===== src/design/tlvd_pkg.sv =====
// ----------------------------------------------------------------------------
// tlvd_pkg
// Shared types and constants of the TLV stream decoder.
// ----------------------------------------------------------------------------
package tlvd_pkg;

  // Header layout: two type bytes, then four length bytes.
  localparam int unsigned TYPE_BYTES = 2;
  localparam int unsigned HDR_BYTES  = 6;

  typedef enum logic [1:0] {
    KIND_VALUE   = 2'd0,
    KIND_EMPTY   = 2'd1,
    KIND_TRUNC   = 2'd2,
    KIND_PARTIAL = 2'd3
  } kind_t;

  // One raw byte of the incoming buffer.
  typedef struct packed {
    logic [7:0] data_byte;
    logic       buffer_end;
  } item_t;

  // One decoded result.
  typedef struct packed {
    kind_t       kind;
    logic [15:0] record_type;
    logic [31:0] record_length;
    logic [7:0]  value_byte;
    logic        record_done;
    logic        data_end;
  } result_t;

  // Hand-off from the parser to the result register.
  typedef struct packed {
    logic    valid;
    result_t res;
  } parse_out_t;

endpackage


===== src/design/tlvd_in_if.sv =====
// ----------------------------------------------------------------------------
// tlvd_in_if
// Byte request channel into the TLV stream decoder.
// ----------------------------------------------------------------------------
interface tlvd_in_if;
  logic       valid;
  logic       ready;
  logic [7:0] data_byte;
  logic       buffer_end;

  modport source (output valid, output data_byte, output buffer_end, input ready);
  modport sink   (input valid, input data_byte, input buffer_end, output ready);
endinterface


===== src/design/tlvd_in_stage.sv =====
// ----------------------------------------------------------------------------
// tlvd_in_stage
// Input register: holds one accepted byte until the parser takes it.
// ----------------------------------------------------------------------------
module tlvd_in_stage import tlvd_pkg::*; (
  input  logic       clk,
  input  logic       rst,
  tlvd_in_if.sink    bytes,
  input  logic       take,
  output logic       item_valid,
  output item_t      item
);

  assign bytes.ready = !item_valid || take;

  always_ff @(posedge clk) begin
    if (rst) begin
      item_valid <= 1'b0;
    end else if (bytes.ready) begin
      item_valid <= bytes.valid;
    end
  end

  always_ff @(posedge clk) begin
    if (bytes.valid && bytes.ready) begin
      item <= '{data_byte: bytes.data_byte, buffer_end: bytes.buffer_end};
    end
  end

endmodule


===== src/flat_wrapper.sv =====
// flat-port wrapper written by rule: the top's interface ports become plain ports
module tlvd_in_stage_flat import tlvd_pkg::*;
  (clk, rst, take, item_valid, item, bytes_valid, bytes_data_byte, bytes_buffer_end, bytes_ready);
  tlvd_in_if bytes_i ();
  input  logic clk;
  input  logic rst;
  input  logic take;
  output logic item_valid;
  output item_t item;
  input wire logic [$bits(bytes_i.valid)-1:0] bytes_valid;
  input wire logic [$bits(bytes_i.data_byte)-1:0] bytes_data_byte;
  input wire logic [$bits(bytes_i.buffer_end)-1:0] bytes_buffer_end;
  output wire logic [$bits(bytes_i.ready)-1:0] bytes_ready;
  assign bytes_i.valid = bytes_valid;
  assign bytes_i.data_byte = bytes_data_byte;
  assign bytes_i.buffer_end = bytes_buffer_end;
  assign bytes_ready = bytes_i.ready;
  tlvd_in_stage u_core (.clk(clk), .rst(rst), .bytes(bytes_i), .take(take), .item_valid(item_valid), .item(item));
endmodule

===== config.mk =====
export PLATFORM = sky130hd
export DESIGN_NAME = tlvd_in_stage_flat
export DESIGN_NICKNAME = d
export VERILOG_FILES = /design/src/design/tlvd_pkg.sv /design/src/design/tlvd_in_if.sv /design/src/design/tlvd_in_stage.sv /design/src/flat_wrapper.sv
export SDC_FILE = /design/constraint.sdc
export NUM_CORES = 1
export LEC_CHECK = 0
export BUFFER_PORTS_ARGS = -buffer_cell sky130_fd_sc_hd__clkbuf_2
export CORE_AREA = 2 2 39 41
export DETAILED_ROUTE_END_ITERATION = 12
export DIE_AREA = 0 0 41 43
export GPL_TIMING_DRIVEN = 0
export PLACE_DENSITY_LB_ADDON = 0.15
export SLEW_MARGIN = 25
export SYNTH_ARGS = -nofsm -noshare
export SYNTH_HDL_FRONTEND = slang
export SYNTH_SLANG_ARGS = --single-unit

===== constraint.sdc =====
create_clock -name clk -period 1.15 [get_ports clk]
set_input_delay 0.2875 -clock clk [delete_from_list [all_inputs] [get_ports clk]]
set_output_delay 0.2875 -clock clk [all_outputs]
set_load 0.01 [all_outputs]

==> results of run 1 <==
-- cells in the mapped netlist, drive strengths merged --
cell | n | area share
edfxtp | 9 | 0.83
a21oi | 1 | 0.027
dfxtp | 1 | 0.062
nand2b | 1 | 0.042
and2 | 1 | 0.027
inv | 1 | 0.012
-- sequential cells by signal, summed over array words and instances (netlist names) --
name / cells
u_core.item: 9
u_core.item_valid: 1
-- kinds of logic after synthesis --
logic type,synth area share
AND/OR/NAND/NOR,0.0692
buffers and inverters,0.0115
AO/OA/AOI/OAI,0.0269
flip-flops,0.892
-- power by group through the flow --
stage | clock network (W) | logic [W] | registers (W)
final | 0.000229 | 0.0000698 | 0.000428
after global routing | 0.000273 | 0.0000761 | 0.000430
after CTS | 0.000242 | 0.0000710 | 0.000428
after detailed placement | 0 | 0.0000708 | 0.000435
after global placement | 0 | 0.0000689 | 0.000434
after floorplan | 0 | 0.0000163 | 0.000447
-- repair_timing --
action / 4_1_cts / 5_1_grt
gates resized for setup: 0 / 1
setup endpoints to repair: 0 / 1
hold endpoints to repair: 0 / 0
-- metal layers --
| layer | track usage | share of wire | wire (µm) | vias up |
|---|---|---|---|---|
| met3 | 0.0628 | 0.10 | 57 | 0 |
| met1 | 0.0479 | 0.25 | 136 | 98 |
| met2 | 0.144 | 0.65 | 362 | 12 |
| met5 | 0 | 0 | 0 | - |
| li1 | - | - | - | 106 |
| met4 | 0.0400 | 0 | 0 | 0 |
-- stage by stage --
step	cell area [µm²]	util	power, W
final	488	0.353	0.000727
after CTS	487	0.352	0.000740
after global routing	488	0.353	0.000778
after floorplan	325	-	0.000463
after global placement	460	0.333	0.000503
after detailed placement	460	0.333	0.000506
-- path summary, 6_finish.rpt --
path                        to  slack [ns]  cells after the start
max reg2reg     u_core.item[4]        0.24                      2
min reg2reg  u_core.item_valid        0.49                      2
max                bytes_ready        0.08                      2
min          u_core.item_valid        0.19                      2
-- layout make-up --
cell class,count,area [µm²]
Inverter,1,3.75
Timing Repair Buffer,23,115
Fill cell,148,896
Clock buffer,3,22.5
Sequential cell,10,292
Tap cell,16,20.0
Multi-Input combinational cell,3,31.3
Clock inverter,1,3.75
==> flow_summary.ini, run 1 <==
[detailed_routing]
ant_nets = 0
num_vias = 216
routedWlPerCell_um = 9.74
viasPerCell = 3.79
drt_wl_total_um = 555
drt-initial-drc-count = 7
drc = 0
first_pass_iters = 2

[global_route]
first_global_vias = 251
track_usage = 0.0798
antenna_found_initial = 0
grt_pass1_wl_um = 883
grt.overflow.total = 0
grt_max_degree = 10

[worst_setup_path]
worstReg2RegStart = u_core.item_valid
cpPeakStageDelay_ns = 0.35
startpoint_type = flop
critical_path_required_ns = 0.86
path_buf_inv = 1
cp_slowest_cell = dfxtp_2
crit_fanout = 3
critPathLaunch = u_core.item_valid
path_cells = nand2b_4 -> clkbuf_2
cp_data_arrival_time_ns = 0.79
crit_path_end_kind = primary output
path_delay_family = flip-flops
path_class = flop to primary output

[power]
ir_worst_vdd_mv = 0.535
switchingPower_w = 0.000145
power.internal_w = 0.000581
combPwrFrac = 0.096
p_clk_frac = 0.315
p_per_area_nw_per_um2 = 1490
p_sw_frac = 0.200
seq_power_share = 0.589
power_leakage_nw = 0.225

[sta]
setup_slack_ns = 0.0772
rsz0062_at_grt = no
finalSetupViolations = 0
period_share = 0.933
hold_viol_final = 0
finalClockSkew_ns = 0.00391
fin_crit_ns = 1.07
tightestPinTransition_ns = 0.125
drv_slew = 0
fin_setup_tns_ns = 0
hold_ws_ns = 0.186
max_freq_ghz = 0.932
slew_headroom = 0.916

[clock_tree]
clock_path_buffers = 2
clock-sinks = 10
cts_tree = done
root_buffer = clkbuf_4
cts_setup_buffers = 0
cts_hold_buf = 0
numCtsBuffers = 3
htree_levels = 1
path_clk_slew_ns = 0.06
clk-insertion-delay-late_ns = 0.25

[floorplan]
core_area_um2 = 1380
die_h_um = 43
boundaryPins = 24
rows = 14
die_area_um2 = 1760
start_util = 0.235
die_w_um = 41

[worst_hold_path]
holdCritStartpoint = rst
min_path_type = input port to flop

[layout]
layout_commonest_cell = clkbuf_2
final_cells = 57
final_cell_mix = clkbuf_2, edfxtp_1, clkbuf_4
finalNetCount = 55
diodes = 0
syn_to_final_growth_pct = 50.0
drive_gt1_frac = 0.732

[place]
dp.cells = 53
dp_hpwl_um = 469
place_congestion = 0.573
numPortBuffers = 23
dpl_worst_slack_ns = 0.137

[synth]
ys_seq_area_frac = 0.892
syn_area_um2 = 325
synth_cells = 14
ys_ff_latch = 10
synthesis.nets = 27
yosys_warnings = 0
synth_cell_type_count = 6
synth.avg_cell_area_um2 = 23.2

[job]
cap_violations = 0

[outcome]
status = finished clean
No activity file was read; power rests on OpenSTA's default activity.
==> run 2: changes to the inputs <==
--- a/config.mk
+++ b/config.mk
@@ -10,7 +10,7 @@
 export DETAILED_ROUTE_END_ITERATION = 12
 export DIE_AREA = 0 0 41 43
 export GPL_TIMING_DRIVEN = 0
-export PLACE_DENSITY_LB_ADDON = 0.15
+export PLACE_DENSITY = 0.64
 export SLEW_MARGIN = 25
 export SYNTH_ARGS = -nofsm -noshare
 export SYNTH_HDL_FRONTEND = slang
==> run 2 against run 1 <==
Effect of this change:
- routed wire length grew 5.8%
- sequential power about the same
- global-route usage up 0.59 points
- clock skew is 0.0027 ns lower
- register-to-register slack about the same
- clock power about the same
- cell count is the same
- total power increased by 0.49%
- fmax hardly changed
==> flow_summary.ini, run 2 (synthesis results as in run 1) <==
[clock_tree]
path_clk_slew_ns = 0.06
cts_tree = done
clock-sinks = 10
clk-insertion-delay-late_ns = 0.25
cts_hold_buf = 0
htree_levels = 1
clock_path_buffers = 2
root_buffer = clkbuf_4
cts_setup_buffers = 0
numCtsBuffers = 3

[layout]
layout_commonest_cell = clkbuf_2
syn_to_final_growth_pct = 50.0
reg_top3 = u_core.item: 9 flops, u_core.item_valid: 1 flops
drive_gt1_frac = 0.732
diodes = 0
largest_reg_flops = 9
final_cell_mix = clkbuf_2, edfxtp_1, clkbuf_4
fillers = 145
finalNetCount = 55
top_register = u_core.item
fin_area_um2 = 488

[detailed_routing]
routedWlPerCell_um = 10.3
first_pass_iters = 1
drt-initial-drc-count = 0
viasPerCell = 3.84
num_vias = 219
drc = 0
drt_wl_total_um = 587
ant_nets = 0

[worst_setup_path]
path_class = flop to primary output
startpoint_type = flop
crit_path_end_kind = primary output
critical_path_required_ns = 0.86
cp_data_arrival_time_ns = 0.78
crit_fanout = 3

[power]
power_leakage_nw = 0.225
p_per_area_nw_per_um2 = 1500
ir_worst_vdd_mv = 0.377

[global_route]
grt_max_degree = 10
antenna_found_initial = 0
track_usage = 0.0857
grt_pass1_wl_um = 862
first_global_vias = 204
grt.overflow.total = 0

[floorplan]
start_util = 0.235
die_w_um = 41
core_area_um2 = 1380
boundaryPins = 24
die_h_um = 43
rows = 14
die_area_um2 = 1760

[sta]
tightestPinTransition_ns = 0.125
period_share = 0.932
fin_crit_ns = 1.07
slew_headroom = 0.917
hold_viol_final = 0
drv_slew = 0
rsz0062_at_grt = no
hold_ws_ns = 0.185
max_freq_ghz = 0.933
finalSetupViolations = 0
finalClockSkew_ns = 0.00126
fin_setup_tns_ns = 0

[job]
cap_violations = 0

[place]
place_congestion = 0.682
numPortBuffers = 23
dpl_cell_area_um2 = 460

[outcome]
status = finished clean

[worst_hold_path]
min_path_type = input port to flop
[run 2: cell count changes in the layout (fill, tap and decap cells not counted)]
cell and delta:
clkinv_1 -1, clkbuf_1 +1
[run 2: metal layers]
metal | global-route usage | vias up | part of all wire
met5 | 0 | - | 0
met1 | 0.0881 | 87 | 0.40
met4 | 0.0800 | 0 | 0
met3 | 0.0681 | 0 | 0.23
li1 | - | 108 | -
met2 | 0.103 | 24 | 0.37
[run 2: final timing paths]
kind                                         from                 to  slack, ns  cells after the start
worst max-delay path            u_core.item_valid        bytes_ready       0.08                      2
worst min-delay path                          rst  u_core.item_valid       0.19                      2
worst max register to register  u_core.item_valid     u_core.item[3]       0.24                      2
worst min register to register  u_core.item_valid  u_core.item_valid       0.48                      2
[run 2: report_power, final]
part / total, W / internal [W] / leakage [nW] / switching [W]
Sequential: 0.000429 / 0.000422 / 0.0957 / 0.00000691
Combinational: 0.0000698 / 0.0000354 / 0.114 / 0.0000345
Clock: 0.000232 / 0.000133 / 0.0150 / 0.0000988
Total: 0.000730 / 0.000590 / 0.225 / 0.000140
[run 2: repair_timing]
action / 4_1_cts / 5_1_grt
hold endpoints to repair: 0 / 0
endpoints found under the setup margin: 0 / 1
resized for setup: 0 / 1
[run 2: critical path: stages (launching register included)]
cell	delay, ns
dfxtp_2	0.35
nand2b_4	0.06
clkbuf_2	0.12
[run 2: per-stage QoR]
| step | utilization | total power [W] | setup WS (ns) | cells |
|---|---|---|---|---|
| final | 0.353 | 0.000730 | 0.0780 | 57 |
| after global routing | 0.353 | 0.000783 | 0.0211 | 57 |
| after CTS | 0.352 | 0.000748 | 0.0213 | 57 |
| after detailed placement | 0.333 | 0.000507 | 0.150 | 53 |
| after global placement | 0.333 | 0.000506 | 0.156 | 53 |
| after floorplan | - | 0.000463 | 0.209 | 14 |
[run 2: area by class of cell]
type,instances,area (µm²),area share
timing repair buffer,23,115,0.236
tap,16,20.0,0.0410
inverter,1,3.75,0.00769
multi-input combinational,3,31.3,0.0641
clock buffer,4,26.3,0.0538
sequential,10,292,0.597
==> run 3: changes to the inputs <==
--- a/config.mk
+++ b/config.mk
@@ -6,11 +6,13 @@
 export NUM_CORES = 1
 export LEC_CHECK = 0
 export BUFFER_PORTS_ARGS = -buffer_cell sky130_fd_sc_hd__clkbuf_2
-export CORE_AREA = 2 2 39 41
+export CELL_PAD_IN_SITES_DETAIL_PLACEMENT = 1
+export CELL_PAD_IN_SITES_GLOBAL_PLACEMENT = 2
+export CORE_MARGIN = 2
+export CORE_UTILIZATION = 22
 export DETAILED_ROUTE_END_ITERATION = 12
-export DIE_AREA = 0 0 41 43
 export GPL_TIMING_DRIVEN = 0
-export PLACE_DENSITY = 0.64
+export PLACE_DENSITY = 0.82
 export SLEW_MARGIN = 25
 export SYNTH_ARGS = -nofsm -noshare
 export SYNTH_HDL_FRONTEND = slang
==> constraint.sdc (replaced) <==
create_clock -name clk -period 1.15 [get_ports clk]
set_input_delay 0.0575 -clock clk [delete_from_list [all_inputs] [get_ports clk]]
set_output_delay 0.0575 -clock clk [all_outputs]
set_load 0.01 [all_outputs]
==> run 3 against run 2 <==
Effect of this change:
- largest cell class unchanged
- critical path type is now flop to flop
- cell count is 16% higher
- register-to-register slack hardly changed
- first-iteration DRC count increased by 2
- routed wire length grew 33%
- clock skew increased by 0.0054 ns
- via count increased by 16%
- non-clock buffer count up 10
- clock-buffer cell count fell by 1
- sequential power hardly changed
==> flow_summary.ini, run 3 (synthesis results as in run 1) <==
[power]
ir_worst_vdd_mv = 0.551
p_per_area_nw_per_um2 = 1300
p_total_w = 0.000760
power_leakage_nw = 0.267

[layout]
syn_to_final_growth_pct = 80.0
largest_reg_flops = 9
reg_top3 = u_core.item: 9 flops, u_core.item_valid: 1 flops
drive_gt1_frac = 0.569
fin_area_um2 = 586
top_register = u_core.item
finalNetCount = 65
fillers = 149
diodes = 0
final_util = 0.439
layout_commonest_cell = clkbuf_2
final_cell_mix = clkbuf_2, dlygate4sd3_1, edfxtp_1, clkbuf_4

[detailed_routing]
drc = 0
num_vias = 253
first_pass_iters = 2
viasPerCell = 3.83
routedWlPerCell_um = 11.8
drt_wl_total_um = 781
ant_nets = 0
drt-initial-drc-count = 2

[sta]
max_freq_ghz = 1.08
finalSetupViolations = 0
rsz0062_at_grt = no
slew_headroom = 0.912
hold_viol_final = 0
finalClockSkew_ns = 0.00662
period_share = 0.803
fin_setup_tns_ns = 0
drv_slew = 0
tightestPinTransition_ns = 0.132
fin_crit_ns = 0.923
hold_ws_ns = 0.0393

[worst_hold_path]
min_path_type = input port to flop

[global_route]
first_global_vias = 261
grt_max_degree = 10
grt.overflow.total = 0
track_usage = 0.0938
grt_pass1_wl_mm = 1.18
antenna_found_initial = 0

[place]
numPortBuffers = 23
dpl_cell_area_um2 = 459
place_congestion = 0.637
dp_hpwl_um = 576

[outcome]
status = finished clean

[floorplan]
boundaryPins = 24
die_area_um2 = 1800
core_area_um2 = 1330
die_h_um = 42.5
die_w_um = 42.5
rows = 13
start_util = 0.244

[clock_tree]
clock_path_buffers = 2
cts_setup_buffers = 0
clock-sinks = 10
numCtsBuffers = 3
cts_hold_buf = 10
cts_resized = 0
clk-insertion-delay-late_ns = 0.25
root_buffer = clkbuf_4
htree_levels = 1
path_clk_slew_ns = 0.06
cts_tree = done

[worst_setup_path]
critical_path_required_ns = 1.11
cpPeakStageDelay_ns = 0.33
crit_fanout = 9
path_class = flop to flop
startpoint_type = flop
crit_path_end_kind = flop
path_cells = nand2b_4 -> and2_4
cp_slowest_cell = dfxtp_1
cp_data_arrival_time_ns = 0.88

[job]
cap_violations = 0
[run 3: cell count changes in the layout (fill, tap and decap cells not counted), sizes merged]
cell / previous run / this run
dlygate4sd3: 0 / 10
clkbuf: 27 / 26
clkinv: 0 / 1
[run 3: where the power goes]
group / internal, W / switching [W]
clock network: 0.000125 / 0.000108
logic: 0.0000573 / 0.0000412
registers: 0.000421 / 0.00000787
total: 0.000603 / 0.000158
[run 3: final cells by class]
class,instances,area [µm²],area share
Sequential cell,10,290,0.496
Timing Repair Buffer,33,215,0.368
Multi-Input combinational cell,3,31.3,0.0534
Clock buffer,3,22.5,0.0385
Tap cell,15,18.8,0.0321
Clock inverter,1,3.75,0.00641
Inverter,1,3.75,0.00641
[run 3: path summary, 6_finish.rpt]
check	from	end	slack [ns]	cells after the start
worst max-delay path	u_core.item_valid	u_core.item[8]	0.23	2
worst min-delay path	bytes_valid	u_core.item_valid	0.04	3
worst min register to register	u_core.item_valid	u_core.item_valid	0.51	2
worst max register to register	u_core.item_valid	u_core.item[8]	0.23	2
[run 3: per-stage QoR]
stage	cells	setup slack, ns
3_3_place_gp	52	0.247
6_report	66	0.227
5_1_grt	66	0.184
2_1_floorplan	14	0.209
4_1_cts	66	0.218
3_5_place_dp	52	0.227
[run 3: worst max-delay path, delay by kind of cell (launching register included)]
kind             cells  cell delay, ns
DFF                  1            0.33
and+or+nand+nor      2            0.29
[run 3: routing by layer]
layer	track usage	wire length (µm)
met3	0.0345	78
met1	0.102	314
met2	0.163	388
met5	0	0
met4	0.0375	0
