===== src/design/tlvd_pkg.sv =====
// ----------------------------------------------------------------------------
// tlvd_pkg
// Shared types and constants of the TLV stream decoder.
// ----------------------------------------------------------------------------
package tlvd_pkg;

  // Header layout: two type bytes, then four length bytes.
  localparam int unsigned TYPE_BYTES = 2;
  localparam int unsigned HDR_BYTES  = 6;

  typedef enum logic [1:0] {
    KIND_VALUE   = 2'd0,
    KIND_EMPTY   = 2'd1,
    KIND_TRUNC   = 2'd2,
    KIND_PARTIAL = 2'd3
  } kind_t;

  // One raw byte of the incoming buffer.
  typedef struct packed {
    logic [7:0] data_byte;
    logic       buffer_end;
  } item_t;

  // One decoded result.
  typedef struct packed {
    kind_t       kind;
    logic [15:0] record_type;
    logic [31:0] record_length;
    logic [7:0]  value_byte;
    logic        record_done;
    logic        data_end;
  } result_t;

  // Hand-off from the parser to the result register.
  typedef struct packed {
    logic    valid;
    result_t res;
  } parse_out_t;

endpackage


===== src/design/tlvd_parser.sv =====
// ----------------------------------------------------------------------------
// tlvd_parser
// Header and value-phase state of the decoder, with the per-byte decision.
// ----------------------------------------------------------------------------
module tlvd_parser import tlvd_pkg::*; (
  input  logic       clk,
  input  logic       rst,
  input  logic       take,
  input  item_t      item,
  output parse_out_t po
);

  logic [2:0]  header_count, header_count_next;
  logic        in_value, in_value_next;
  logic [15:0] type_shift, type_shift_next;
  logic [31:0] length_shift, length_shift_next;
  logic [31:0] bytes_left, bytes_left_next;

  logic [2:0]  hc_inc;
  logic [15:0] type_nx;
  logic [31:0] len_nx;
  logic        in_type;

  always_comb begin
    in_type = header_count < 3'(TYPE_BYTES);
    hc_inc  = header_count + 3'd1;
    type_nx = in_type ? {type_shift[7:0], item.data_byte} : type_shift;
    len_nx  = in_type ? length_shift : {length_shift[23:0], item.data_byte};

    header_count_next = header_count;
    in_value_next     = in_value;
    type_shift_next   = type_shift;
    length_shift_next = length_shift;
    bytes_left_next   = bytes_left;
    po                = '0;
    po.res.kind       = KIND_VALUE;

    if (in_value) begin
      po.valid             = 1'b1;
      po.res.record_type   = type_shift;
      po.res.record_length = length_shift;
      if (bytes_left[31:1] == 31'd0) begin
        // Last byte of the record, whether or not the buffer ends here.
        po.res.kind        = KIND_VALUE;
        po.res.value_byte  = item.data_byte;
        po.res.record_done = 1'b1;
        po.res.data_end    = item.buffer_end;
        header_count_next  = '0;
        in_value_next      = 1'b0;
        type_shift_next    = '0;
        length_shift_next  = '0;
        bytes_left_next    = '0;
      end else if (item.buffer_end) begin
        po.res.kind       = KIND_TRUNC;
        po.res.data_end   = 1'b1;
        header_count_next = '0;
        in_value_next     = 1'b0;
        type_shift_next   = '0;
        length_shift_next = '0;
        bytes_left_next   = '0;
      end else begin
        po.res.kind       = KIND_VALUE;
        po.res.value_byte = item.data_byte;
        bytes_left_next   = bytes_left - 32'd1;
      end
    end else if (hc_inc == 3'(HDR_BYTES)) begin
      if (len_nx == 32'd0) begin
        po.valid           = 1'b1;
        po.res.kind        = KIND_EMPTY;
        po.res.record_type = type_nx;
        po.res.record_done = 1'b1;
        po.res.data_end    = item.buffer_end;
        header_count_next  = '0;
        type_shift_next    = '0;
        length_shift_next  = '0;
      end else if (item.buffer_end) begin
        po.valid             = 1'b1;
        po.res.kind          = KIND_TRUNC;
        po.res.record_type   = type_nx;
        po.res.record_length = len_nx;
        po.res.data_end      = 1'b1;
        header_count_next    = '0;
        type_shift_next      = '0;
        length_shift_next    = '0;
      end else begin
        header_count_next = '0;
        in_value_next     = 1'b1;
        type_shift_next   = type_nx;
        length_shift_next = len_nx;
        bytes_left_next   = len_nx;
      end
    end else if (item.buffer_end) begin
      po.valid          = 1'b1;
      po.res.kind       = KIND_PARTIAL;
      po.res.data_end   = 1'b1;
      header_count_next = '0;
      type_shift_next   = '0;
      length_shift_next = '0;
    end else begin
      header_count_next = hc_inc;
      type_shift_next   = type_nx;
      length_shift_next = len_nx;
    end
  end

  always_ff @(posedge clk) begin
    if (rst) begin
      header_count <= '0;
      in_value     <= 1'b0;
      type_shift   <= '0;
      length_shift <= '0;
      bytes_left   <= '0;
    end else if (take) begin
      header_count <= header_count_next;
      in_value     <= in_value_next;
      type_shift   <= type_shift_next;
      length_shift <= length_shift_next;
      bytes_left   <= bytes_left_next;
    end
  end

endmodule


===== config.mk =====
export PLATFORM = sky130hd
export DESIGN_NAME = tlvd_parser
export DESIGN_NICKNAME = d
export VERILOG_FILES = /design/src/design/tlvd_pkg.sv /design/src/design/tlvd_parser.sv
export SDC_FILE = /design/constraint.sdc
export NUM_CORES = 1
export LEC_CHECK = 0
export ABC_AREA = 0
export BUFFER_PORTS_ARGS = -buffer_cell sky130_fd_sc_hd__clkbuf_2
export CAP_MARGIN = 20
export CORE_ASPECT_RATIO = 0.75
export CORE_MARGIN = 2
export CORE_UTILIZATION = 39
export DETAILED_ROUTE_END_ITERATION = 7
export PLACE_DENSITY_LB_ADDON = 0.15
export SYNTH_ARGS = -nofsm -noshare
export SYNTH_HDL_FRONTEND = slang
export SYNTH_SLANG_ARGS = --single-unit

===== constraint.sdc =====
create_clock -name clk -period 6.2 [get_ports clk]
set_input_delay 1.24 -clock clk [delete_from_list [all_inputs] [get_ports clk]]
set_output_delay 1.24 -clock clk [all_outputs]
set_load 0.02 [all_outputs]

==> results of run 1 <==
==> worst max-delay path: cells and delay by family <==
kind	cells	cell delay [ps]
AO/OA/AOI/OAI	2	440
buffers and inverters	2	300
AND/OR/NAND/NOR	4	1460
==> cell usage after synthesis, types with 3 or more instances <==
master,instances
sky130_fd_sc_hd__buf_2,12
sky130_fd_sc_hd__or3_1,6
sky130_fd_sc_hd__nor4_1,12
sky130_fd_sc_hd__nor2_1,37
sky130_fd_sc_hd__and2_1,12
sky130_fd_sc_hd__o32a_1,3
sky130_fd_sc_hd__and3_1,3
sky130_fd_sc_hd__a22o_1,79
sky130_fd_sc_hd__nand3_1,4
sky130_fd_sc_hd__o31ai_2,3
sky130_fd_sc_hd__inv_1,10
sky130_fd_sc_hd__clkbuf_1,41
sky130_fd_sc_hd__mux2i_1,6
sky130_fd_sc_hd__or4_1,6
sky130_fd_sc_hd__a21o_1,3
sky130_fd_sc_hd__nor3_1,22
sky130_fd_sc_hd__o32ai_1,28
sky130_fd_sc_hd__nand2_1,129
sky130_fd_sc_hd__dfxtp_1,84
sky130_fd_sc_hd__a31oi_1,17
sky130_fd_sc_hd__a22oi_1,4
sky130_fd_sc_hd__ha_1,3
sky130_fd_sc_hd__o21ai_0,4
sky130_fd_sc_hd__a41oi_1,11
sky130_fd_sc_hd__a21oi_1,92
==> stage by stage <==
step	hold slack, ps	setup slack (ps)	instances	instance area (um^2)	util
floorplan	429	1810	663	5060	-
global placement	446	1400	857	5520	0.442
detailed placement	443	1270	857	5520	0.442
CTS	453	1270	873	5830	0.467
global route	482	1350	877	5880	0.471
finish	457	1510	877	5880	0.471
==> flip-flops by register name (all words and copies together) (netlist names) <==
signal,cells
header_count,3
type_shift,16
length_shift,32
bytes_left,32
in_value,1
==> metal layers <==
metal  vias up  share of wire  GRT usage
met5         -              0          0
met4         0          0.020     0.0705
met3        30          0.083     0.0501
met2       260           0.44      0.369
met1      2671           0.46      0.375
li1       2598              -          -
==> worst paths after layout <==
path	startpoint	to	slack [ps]	depth (start not counted)
max	item[6]	po[59]	1510	8
min	bytes_left[31]$_SDFFE_PP0P_	bytes_left[31]$_SDFFE_PP0P_	460	2
max reg2reg	bytes_left[23]$_SDFFE_PP0P_	type_shift[3]$_SDFFE_PP0P_	2850	7
min reg2reg	bytes_left[31]$_SDFFE_PP0P_	bytes_left[31]$_SDFFE_PP0P_	460	2
==> logic make-up (layout without fill, tap and decap cells) <==
logic type               after synthesis  in the layout  synth area share
AO/OA/AOI/OAI                        259            259             0.370
AND/OR/NAND/NOR                      244            244             0.224
flip-flops                            84             84             0.332
buffers and inverters                 66            114            0.0527
multiplexers                           6              6            0.0119
adder cells (fa/ha/maj)                3              3           0.00742
XOR/XNOR                               1              1           0.00173
==> power by group <==
| part | total, mW | internal, mW | switching, mW |
|---|---|---|---|
| clock network | 0.558 | 0.326 | 0.232 |
| registers | 0.547 | 0.543 | 0.00418 |
| logic | 0.0582 | 0.0147 | 0.0435 |
| total | 1.16 | 0.884 | 0.280 |
==> final cells by class <==
cell class,count,area share
clock buffer,10,0.0406
clock inverter,6,0.0121
inverter,12,0.00766
multi-input combinational,513,0.535
sequential,84,0.286
tap,166,0.0353
timing repair buffer,86,0.0836
==> cell usage in the layout (no fill, tap or decap), types with 6 or more instances in the layout <==
cell type / instances
sky130_fd_sc_hd__clkbuf_2: 72
sky130_fd_sc_hd__clkbuf_16: 9
sky130_fd_sc_hd__mux2i_1: 6
sky130_fd_sc_hd__nor2_1: 36
sky130_fd_sc_hd__inv_1: 10
sky130_fd_sc_hd__buf_4: 12
sky130_fd_sc_hd__a41oi_1: 11
sky130_fd_sc_hd__nor3_1: 22
sky130_fd_sc_hd__or3_1: 6
sky130_fd_sc_hd__and2_1: 12
sky130_fd_sc_hd__dfxtp_1: 84
sky130_fd_sc_hd__nand2_1: 129
sky130_fd_sc_hd__a22o_1: 79
sky130_fd_sc_hd__a31oi_1: 17
sky130_fd_sc_hd__or4_1: 6
sky130_fd_sc_hd__a21oi_1: 92
sky130_fd_sc_hd__o32ai_1: 28
sky130_fd_sc_hd__nor4_1: 11
==> results by group, run 1 <==
Timing
  – Final count of hold timing violations: 0
  – Fmax: 213 MHz
  – Slew at the pin closest to its max-slew limit: 1040 ps
  – Tightest slew margin relative to the limit: 0.305
  – Setup TNS: 0 ps
  – Clk_skew: 7.47 ps
  – Portion of the clock cycle consumed by the worst path in the final layout: 0.757
  – RSZ-0062 raised after global routing: false
  – Shortest period the worst path allows: 4690 ps
  – Final setup violation count: 0
  – Max-slew violation total from the final report: 0

Synthesis
  – Dominant cell type by area after synthesis: sky130_fd_sc_hd__dfxtp_1
  – Leading register cell type out of synthesis: sky130_fd_sc_hd__dfxtp_1
  – Register bit total from synthesis: 84
  – Instance count of the mapped netlist: roughly 660
  – Number of enable flip-flop cells after synthesis: 0
  – Post-synth design cell area: between 5000 and 6000 um^2
  – Leading cell types by total area after synthesis: sky130_fd_sc_hd__dfxtp_1 33%, sky130_fd_sc_hd__a22o_1 14%, sky130_fd_sc_hd__nand2_1 9.6%, sky130_fd_sc_hd__a21oi_1 9.1%, sky130_fd_sc_hd__o32ai_1 4.8%
  – Avg Inst Size Synth: roughly 7.6 um^2
  – Distinct cells, synth: 51
  – Warning count from the yosys run: 0
  – Share of flip-flops with an asynchronous set or reset after synthesis: 0
  – Portion of the post-synthesis area used by sequential elements: 0.332
  – Mapped Nets: 678
  – Yosys top cell area share: 0.332

Clock network
  – Clock H-tree levels: 3
  – Number of gates given a new drive strength after cts: 0
  – CTS tree: yes
  – TritonCTS Sinks: 84
  – Count of hold-fix buffers inserted at cts: 0
  – Clock latency on the worst-skew pair: 340 ps
  – Clock slew at the register clock pins of the worst setup and hold paths: 60 ps
  – Count of buffers added by post-CTS timing repair for setup: 0
  – CTS root buffer: sky130_fd_sc_hd__clkbuf_16
  – Deepest clock path buffer count: 2
  – Num CTS Buffers: 9

Setup path
  – Endpoint type of the worst setup path: primary output
  – Crit-path most repeated cell: sky130_fd_sc_hd__clkbuf_2
  – Chain of cells forming the critical path: clkbuf_2 -> or4_1 -> nor4b_1 -> a31oi_1 -> nor4_4 -> a21o_1 -> nor2_1 -> clkbuf_2
  – Critical path arrival: 3450 ps
  – Slowest cell on crit path: sky130_fd_sc_hd__nor4_4
  – Crit path launch type: primary input
  – Data required time at the worst endpoint: 4960 ps
  – Crit path kind: in -> out
  – Highest cell delay on the worst timing path: 600 ps
  – Worst Path Max Fanout: 7

GRT
  – Global-route wire length before repair: 27.6 mm
  – Antenna violations before repair: 0
  – Global-route congestion overflow total: 0
  – Largest net degree at the start of global routing: 44
  – Tot GR Track Use: 0.252
  – Via count of the first global-routing pass: 5,026

Layout
  – Layout Area Growth over Synthesis: 16.3%
  – Area occupied by multi-input gates: 3150 um^2
  – Share of post-route cells with drive strength above 1: 0.158
  – Layout filler cell count: roughly 1,200
  – Fin nets: 721
  – Storage cell area: 1680 um^2
  – Diode count: 0

Floorplan
  – Total Die Area: 13,900 um^2
  – Die Span X: 136 um
  – Die Height: 103 um
  – Number of placed I/O pins: 73
  – Core region area: between 10,000 and 15,000 um^2
  – Starting density of the core: 0.405
  – Number of cell rows: 35

Power and ir drop
  – Pwr Total: 1.16 mW
  – Worst voltage drop across the vdd grid: 0.131 mV
  – Leakage power total: between 2 and 2.5 nW
  – Power density normalized to cell area: between 150 and 200 nW/um^2

Hold path
  – Worst hold path class: reg -> reg

Drt
  – DR pass1 iterations: 5
  – Total DRC errors in the routed layout: 0
  – DR vias: 5,559
  – Via-per-instance ratio: 6.34
  – Overall routed net length: 17.6 mm
  – Post-route ant nets: 0
  – Number of violations reported at the end of detailed-routing iteration 0: 661
  – DR WL/cell: 20.1 um

Outcome
  – Run status: complete, no violations

Run
  – Max-capacitance violation count: 0

Placed design
  – Routability cong.: 0.849
  – Detail Placement HPWL: ~12 mm
  – Port-buffer cells: 72
No activity file was read; power rests on OpenSTA's default activity.
==> run 2, diff against run 1 <==
- clock period: 6.2 -> 4.45 ns (I/O delays scaled with it)
==> results by group, run 2 (synthesis gave the netlist of run 1 again) <==
GRT
  – Via count of the first global-routing pass: 5,117 (+1.8%)
  – Antenna violations before repair: 0 (unchanged)
  – Global-route wire length before repair: 28.5 mm (+3.3%)
  – Tot GR Track Use: 0.264 (+0.0117)
  – Global-route congestion overflow total: 0 (unchanged)
  – Largest net degree at the start of global routing: 39 (-11%)

Timing
  – Slew at the pin closest to its max-slew limit: 1070 ps (+32.3 ps)
  – Setup TNS: 0 ps (unchanged)
  – Fmax: about 240 MHz
  – Portion of the clock cycle consumed by the worst path in the final layout: 0.924
  – Final WS setup: 339 ps (-1170 ps)
  – Max-slew violation total from the final report: 0 (unchanged)
  – Tightest slew margin relative to the limit: 0.283 (-0.0216)
  – RSZ-0062 raised after global routing: false
  – Final count of hold timing violations: 0 (unchanged)
  – Final setup violation count: 0 (unchanged)
  – Shortest period the worst path allows: 4110 ps
  – Clk_skew: 6.19 ps (-1.28 ps)

Setup path
  – Critical path arrival: 3220 ps (-230 ps)
  – Endpoint type of the worst setup path: primary output
  – Data required time at the worst endpoint: 3560 ps (-1400 ps)
  – Length in cells of the worst reg-to-reg path: 6 (-1)
  – Crit path kind: in -> out
  – Reg2reg start: bytes_left[23]$_SDFFE_PP0P_
  – Worst Path Max Fanout: 14 (+7)
  – Critical path startpoint: item[6]
  – Setup slack, reg-to-reg: 1240 ps (-1610 ps)
  – Crit path capture: po[47]
  – Crit path launch type: primary input
  – Destination of the worst register-to-register timing path: type_shift[11]$_SDFFE_PP0P_

Layout
  – Layout Area Growth over Synthesis: 17.6%
  – Fin nets: 729 (+1.1%)
  – Most used cells in the layout excluding fill and tap cells: 129 x sky130_fd_sc_hd__nand2_1, 92 x sky130_fd_sc_hd__a21oi_1, 84 x sky130_fd_sc_hd__dfxtp_1, 79 x sky130_fd_sc_hd__a22o_1, 72 x sky130_fd_sc_hd__clkbuf_2
  – Largest registers: bytes_left x32, length_shift x32, type_shift x16
  – Share of post-route cells with drive strength above 1: 0.167 (+0.00937)
  – Commonest non-fill, non-tap cell in the layout: sky130_fd_sc_hd__nand2_1
  – Diode count: 0 (unchanged)
  – Post-Route Utilization: 0.477 (+0.00551)

Outcome
  – Run status: complete, no violations

Placed design
  – Pre-CTS setup slack: 220 ps (-1050 ps)
  – Detail Placement HPWL: 12.4 mm (+4.8%)
  – Routability cong.: 0.905 (+6.6%)
  – Port-buffer cells: 72 (unchanged)

Clock network
  – CTS root buffer: sky130_fd_sc_hd__clkbuf_16
  – Count of buffers added by post-CTS timing repair for setup: 0 (unchanged)
  – Number of gates given a new drive strength after cts: 0 (unchanged)
  – CTS tree: yes
  – Num CTS Buffers: 9 (unchanged)
  – Count of hold-fix buffers inserted at cts: 0 (unchanged)
  – Clock slew at the register clock pins of the worst setup and hold paths: 60 ps (about the same)
  – Deepest clock path buffer count: 2 (unchanged)
  – Clock latency on the worst-skew pair: 350 ps (about the same)
  – Clock H-tree levels: 3 (unchanged)
  – TritonCTS Sinks: 84 (unchanged)

Power and ir drop
  – Pwr Total: 1.68 mW (+44%)
  – Worst voltage drop across the vdd grid: 0.195 mV (+49%)
  – Power density normalized to cell area: 282 nW/um^2 (+42%)
  – Leakage power total: 2.26 nW (+2.5%)

Drt
  – Via-per-instance ratio: 6.38 (+0.70%)
  – Post-route ant nets: 0 (unchanged)
  – Number of violations reported at the end of detailed-routing iteration 0: 662 (+0.15%)
  – DR WL/cell: 20.7 um (+2.9%)
  – DR pass1 iterations: 5 (unchanged)
  – Total DRC errors in the routed layout: 0 (unchanged)
  – Overall routed net length: 18.3 mm (+3.9%)
  – DR vias: 5,649 (+1.6%)

Floorplan
  – Die Span X: 136 um (unchanged)
  – Number of placed I/O pins: 73 (unchanged)
  – Number of cell rows: 35 (unchanged)
  – Core region area: 12,500 um^2 (unchanged)
  – Total Die Area: 13,900 um^2 (unchanged)
  – Die Height: 103 um (unchanged)
  – Starting density of the core: 0.405 (unchanged)

Hold path
  – Worst hold path class: reg -> reg
  – Number of cells traversed by the worst hold path: 2 (unchanged)

Run
  – Max-capacitance violation count: 0 (unchanged)
## run 2: worst min-delay path by stage
| stage | startpoint | end |
|---|---|---|
| CTS | bytes_left[31]$_SDFFE_PP0P_ | bytes_left[31]$_SDFFE_PP0P_ |
| finish | bytes_left[31]$_SDFFE_PP0P_ | bytes_left[31]$_SDFFE_PP0P_ |
| floorplan | bytes_left[31]$_SDFFE_PP0P_ | bytes_left[31]$_SDFFE_PP0P_ |
| global placement | bytes_left[31]$_SDFFE_PP0P_ | bytes_left[31]$_SDFFE_PP0P_ |
| detailed placement | bytes_left[31]$_SDFFE_PP0P_ | bytes_left[31]$_SDFFE_PP0P_ |
| global route | bytes_left[31]$_SDFFE_PP0P_ | bytes_left[31]$_SDFFE_PP0P_ |
## run 2: metrics by stage
stage	hold WS, ps	std cells	instance area, um^2
2_1_floorplan	429	663	5060
3_5_place_dp	449	867	5590
3_3_place_gp	443	867	5590
6_report	457	885	5950
4_1_cts	459	883	5920
5_1_grt	491	885	5950
## run 2: layout make-up
class	instances	area, um^2
Clock buffer	9	225
Clock inverter	7	100
Fill cell	1269	6530
Inverter	12	45.0
Multi-Input combinational cell	513	3150
Sequential cell	84	1680
Tap cell	166	208
Timing Repair Buffer	94	546
## run 2: metal layers
layer,global-route usage,wire (um),share of wire,vias up
li1,-,-,-,2626
met5,0,0,0,-
met1,0.385,8640,0.47,2718
met3,0.0472,1350,0.074,40
met2,0.389,7870,0.43,265
met4,0.0962,445,0.024,0
## run 2: worst max-delay path, cell delays in order
cell and delay (ps):
sky130_fd_sc_hd__clkbuf_2 140, sky130_fd_sc_hd__or4_1 520, sky130_fd_sc_hd__nor4b_1 350, sky130_fd_sc_hd__a31oi_1 220
sky130_fd_sc_hd__o31ai_1 310, sky130_fd_sc_hd__a21oi_1 170, sky130_fd_sc_hd__buf_4 220, sky130_fd_sc_hd__a21oi_1 190
sky130_fd_sc_hd__clkbuf_2 210
## run 2: power by group
group	switching, mW	total (mW)	internal, mW
Combinational	0.0631	0.0857	0.0226
Sequential	0.00571	0.762	0.756
Clock	0.332	0.828	0.496
Total	0.401	1.68	1.27
==> run 3, diff against run 2 <==
--- a/config.mk
+++ b/config.mk
@@ -7,5 +7,4 @@
 export LEC_CHECK = 0
 export ABC_AREA = 0
-export BUFFER_PORTS_ARGS = -buffer_cell sky130_fd_sc_hd__clkbuf_2
 export CAP_MARGIN = 20
 export CORE_ASPECT_RATIO = 0.75
@@ -13,4 +12,5 @@
 export CORE_UTILIZATION = 39
 export DETAILED_ROUTE_END_ITERATION = 7
+export DONT_BUFFER_PORTS = 1
 export PLACE_DENSITY_LB_ADDON = 0.15
 export SYNTH_ARGS = -nofsm -noshare
==> constraint.sdc (replaced) <==
create_clock -name clk -period 4.45 [get_ports clk]
set_input_delay 0.89 -clock clk [delete_from_list [all_inputs] [get_ports clk]]
set_output_delay 0.89 -clock clk [all_outputs]
set_load 0.1 [all_outputs]
==> results by group, run 3 (synthesis gave the netlist of run 1 again) <==
Placed design
  – Detail Placement HPWL: 12.3 mm (-1.1%)
  – Port-buffer cells: 0 (-100%)
  – Pre-CTS setup slack: 546 ps (+325 ps)
  – Routability cong.: 0.892 (-1.4%)
  – Placed Area: 6280 um^2 (+12%)

Drt
  – Number of violations reported at the end of detailed-routing iteration 0: 594 (-10%)
  – DR WL/cell: 20.7 um (about the same)
  – Total DRC errors in the routed layout: 0 (unchanged)
  – DR vias: 5,582 (-1.2%)
  – Via-per-instance ratio: 6.40 (+0.29%)
  – Post-route ant nets: 0 (unchanged)
  – DR pass1 iterations: 5 (unchanged)
  – Overall routed net length: 18.0 mm (-1.5%)

Clock network
  – CTS tree: yes
  – Num CTS Buffers: 9 (unchanged)
  – TritonCTS Sinks: 84 (unchanged)
  – CTS root buffer: sky130_fd_sc_hd__clkbuf_16
  – Clock latency on the worst-skew pair: 340 ps (about the same)
  – Clock H-tree levels: 3 (unchanged)
  – Number of gates given a new drive strength after cts: 0 (unchanged)
  – Deepest clock path buffer count: 2 (unchanged)
  – Clock slew at the register clock pins of the worst setup and hold paths: 60 ps (about the same)
  – Count of hold-fix buffers inserted at cts: 0 (unchanged)
  – Count of buffers added by post-CTS timing repair for setup: 0 (unchanged)

Setup path
  – Worst Path Max Fanout: 8 (-6)
  – Destination of the worst register-to-register timing path: length_shift[31]$_SDFFE_PP0P_
  – Length in cells of the worst reg-to-reg path: 8 (+2)
  – Crit path launch type: flip-flop
  – Crit path kind: reg -> out
  – Data required time at the worst endpoint: 3560 ps (about the same)
  – Crit path capture: po[8]
  – Setup slack, reg-to-reg: 1370 ps (+130 ps)
  – Reg2reg start: bytes_left[23]$_SDFFE_PP0P_
  – Critical path arrival: 3170 ps (-50 ps)
  – Critical path startpoint: bytes_left[23]$_SDFFE_PP0P_
  – Endpoint type of the worst setup path: primary output

GRT
  – Via count of the first global-routing pass: 5,178 (+1.2%)
  – Met1 GRT Util: 0.381 (-0.00357)
  – Tot GR Track Use: 0.261 (-0.00263)
  – Antenna violations before repair: 0 (unchanged)
  – Routing layer with the top usage in global route: met1
  – Global-route met3 utilization: 0.0634 (+0.0162)
  – Global-route wire length before repair: 28.7 mm (+0.61%)
  – Largest net degree at the start of global routing: 43 (+10%)
  – Met2 Use GR: 0.378 (-0.0105)
  – Global-route congestion overflow total: 0 (unchanged)

Layout
  – Commonest non-fill, non-tap cell in the layout: sky130_fd_sc_hd__nand2_1
  – Area occupied by multi-input gates: 3220 um^2 (+2.2%)
  – Diode count: 0 (unchanged)
  – Layout Area Growth over Synthesis: 31.9%
  – Largest registers: bytes_left x32, length_shift x32, type_shift x16
  – Fin nets: 716 (-1.8%)
  – Layout filler cell count: 1,156 (-8.9%)
  – Finished Cell Area: 6670 um^2 (+12%)
  – Share of post-route cells with drive strength above 1: 0.178 (+0.0116)
  – Most used cells in the layout excluding fill and tap cells: 129 x sky130_fd_sc_hd__nand2_1, 84 x sky130_fd_sc_hd__dfxtp_1, 79 x sky130_fd_sc_hd__a22o_1, 75 x sky130_fd_sc_hd__a21oi_1, 44 x sky130_fd_sc_hd__buf_12
  – Storage cell area: 1680 um^2 (unchanged)
  – Post-Route Utilization: 0.535 (+0.0579)

Power and ir drop
  – Switching pwr: 0.379 mW (-5.5%)
  – Power share of the sequential group: 0.462 (+0.007)
  – Net switching fraction of the power: 0.230 (-0.00956)
  – Cell-internal power: 1.27 mW (-0.33%)
  – Power share of the combinational group: 0.046 (-0.005)
  – Share of power burned in the clock network: 0.492 (-0.002)
  – Power density normalized to cell area: 247 nW/um^2 (-12%)
  – Leakage power total: 2.37 nW (+4.7%)
  – Pwr Total: 1.65 mW (-1.6%)
  – Worst voltage drop across the vdd grid: 0.209 mV (+7.1%)

Floorplan
  – Number of placed I/O pins: 73 (unchanged)
  – Die Height: 103 um (unchanged)
  – Total Die Area: 13,900 um^2 (unchanged)
  – Starting density of the core: 0.405 (unchanged)
  – Core region area: 12,500 um^2 (unchanged)
  – Number of cell rows: 35 (unchanged)
  – Die Span X: 136 um (unchanged)

Timing
  – Max-slew violation total from the final report: 0 (unchanged)
  – Final count of hold timing violations: 0 (unchanged)
  – Minimum hold slack: 460 ps (+3.16 ps)
  – RSZ-0062 raised after global routing: false
  – Final setup violation count: 0 (unchanged)
  – Tightest slew margin relative to the limit: 0.318 (+0.0348)
  – Fmax: 246 MHz (+1.2%)
  – Portion of the clock cycle consumed by the worst path in the final layout: 0.913 (-0.0109)
  – Clk_skew: 6.41 ps (+0.217 ps)
  – Slew at the pin closest to its max-slew limit: 1020 ps (-54.7 ps)
  – Final WS setup: 387 ps (+48.4 ps)
  – Shortest period the worst path allows: 4060 ps (-48.4 ps)

Run
  – Max-capacitance violation count: 0 (unchanged)

Outcome
  – Run status: complete, no violations

Hold path
  – Worst hold path class: reg -> reg
run 3: worst min-delay path by stage:
| stage | from | end | slack, ps | cells after the start |
|---|---|---|---|---|
| 4_1_cts | bytes_left[31]$_SDFFE_PP0P_ | bytes_left[31]$_SDFFE_PP0P_ | 460 | 2 |
| 3_3_place_gp | bytes_left[31]$_SDFFE_PP0P_ | bytes_left[31]$_SDFFE_PP0P_ | 450 | 2 |
| 6_report | bytes_left[31]$_SDFFE_PP0P_ | bytes_left[31]$_SDFFE_PP0P_ | 460 | 2 |
| 5_1_grt | bytes_left[31]$_SDFFE_PP0P_ | bytes_left[31]$_SDFFE_PP0P_ | 480 | 2 |
| 2_1_floorplan | bytes_left[31]$_SDFFE_PP0P_ | bytes_left[31]$_SDFFE_PP0P_ | 430 | 2 |
| 3_5_place_dp | bytes_left[31]$_SDFFE_PP0P_ | bytes_left[31]$_SDFFE_PP0P_ | 450 | 2 |
run 3: area by class of cell:
cell class              count  area share
repair buffers             81       0.181
inverters                  12     0.00675
flip-flops and latches     84       0.252
clock inverters             6      0.0133
multi-input cells         513       0.482
well taps                 166      0.0311
clock buffers              10      0.0343
run 3: power groups by stage:
| stage | clock (mW) | sequential (mW) | combinational, mW |
|---|---|---|---|
| final | 0.811 | 0.763 | 0.0755 |
| after global routing | 0.844 | 0.763 | 0.0812 |
| after CTS | 0.820 | 0.762 | 0.0708 |
| after detailed placement | 0 | 0.779 | 0.0708 |
| after global placement | 0 | 0.779 | 0.0707 |
| after floorplan | 0 | 0.777 | 0.0620 |
run 3: metal layers:
metal / share of wire / up-vias / wire length [um]
li1: - / 2582 / -
met1: 0.46 / 2696 / 8220
met2: 0.43 / 281 / 7790
met3: 0.096 / 23 / 1730
met4: 0.017 / 0 / 307
met5: 0 / - / 0
run 3: metrics by stage:
stage,std cells,TNS [ps]
after detailed placement,852,0
after global routing,872,0
final,872,0
after global placement,852,0
after CTS,868,0
after floorplan,663,-4530
run 3: worst max-delay path, cell delays in order, from the launching register on:
cell	delay (ps)
sky130_fd_sc_hd__dfxtp_1	340
sky130_fd_sc_hd__nor3_1	540
sky130_fd_sc_hd__nand4_1	400
sky130_fd_sc_hd__or3_1	490
sky130_fd_sc_hd__a21oi_1	540
sky130_fd_sc_hd__and2_1	230
sky130_fd_sc_hd__buf_4	300
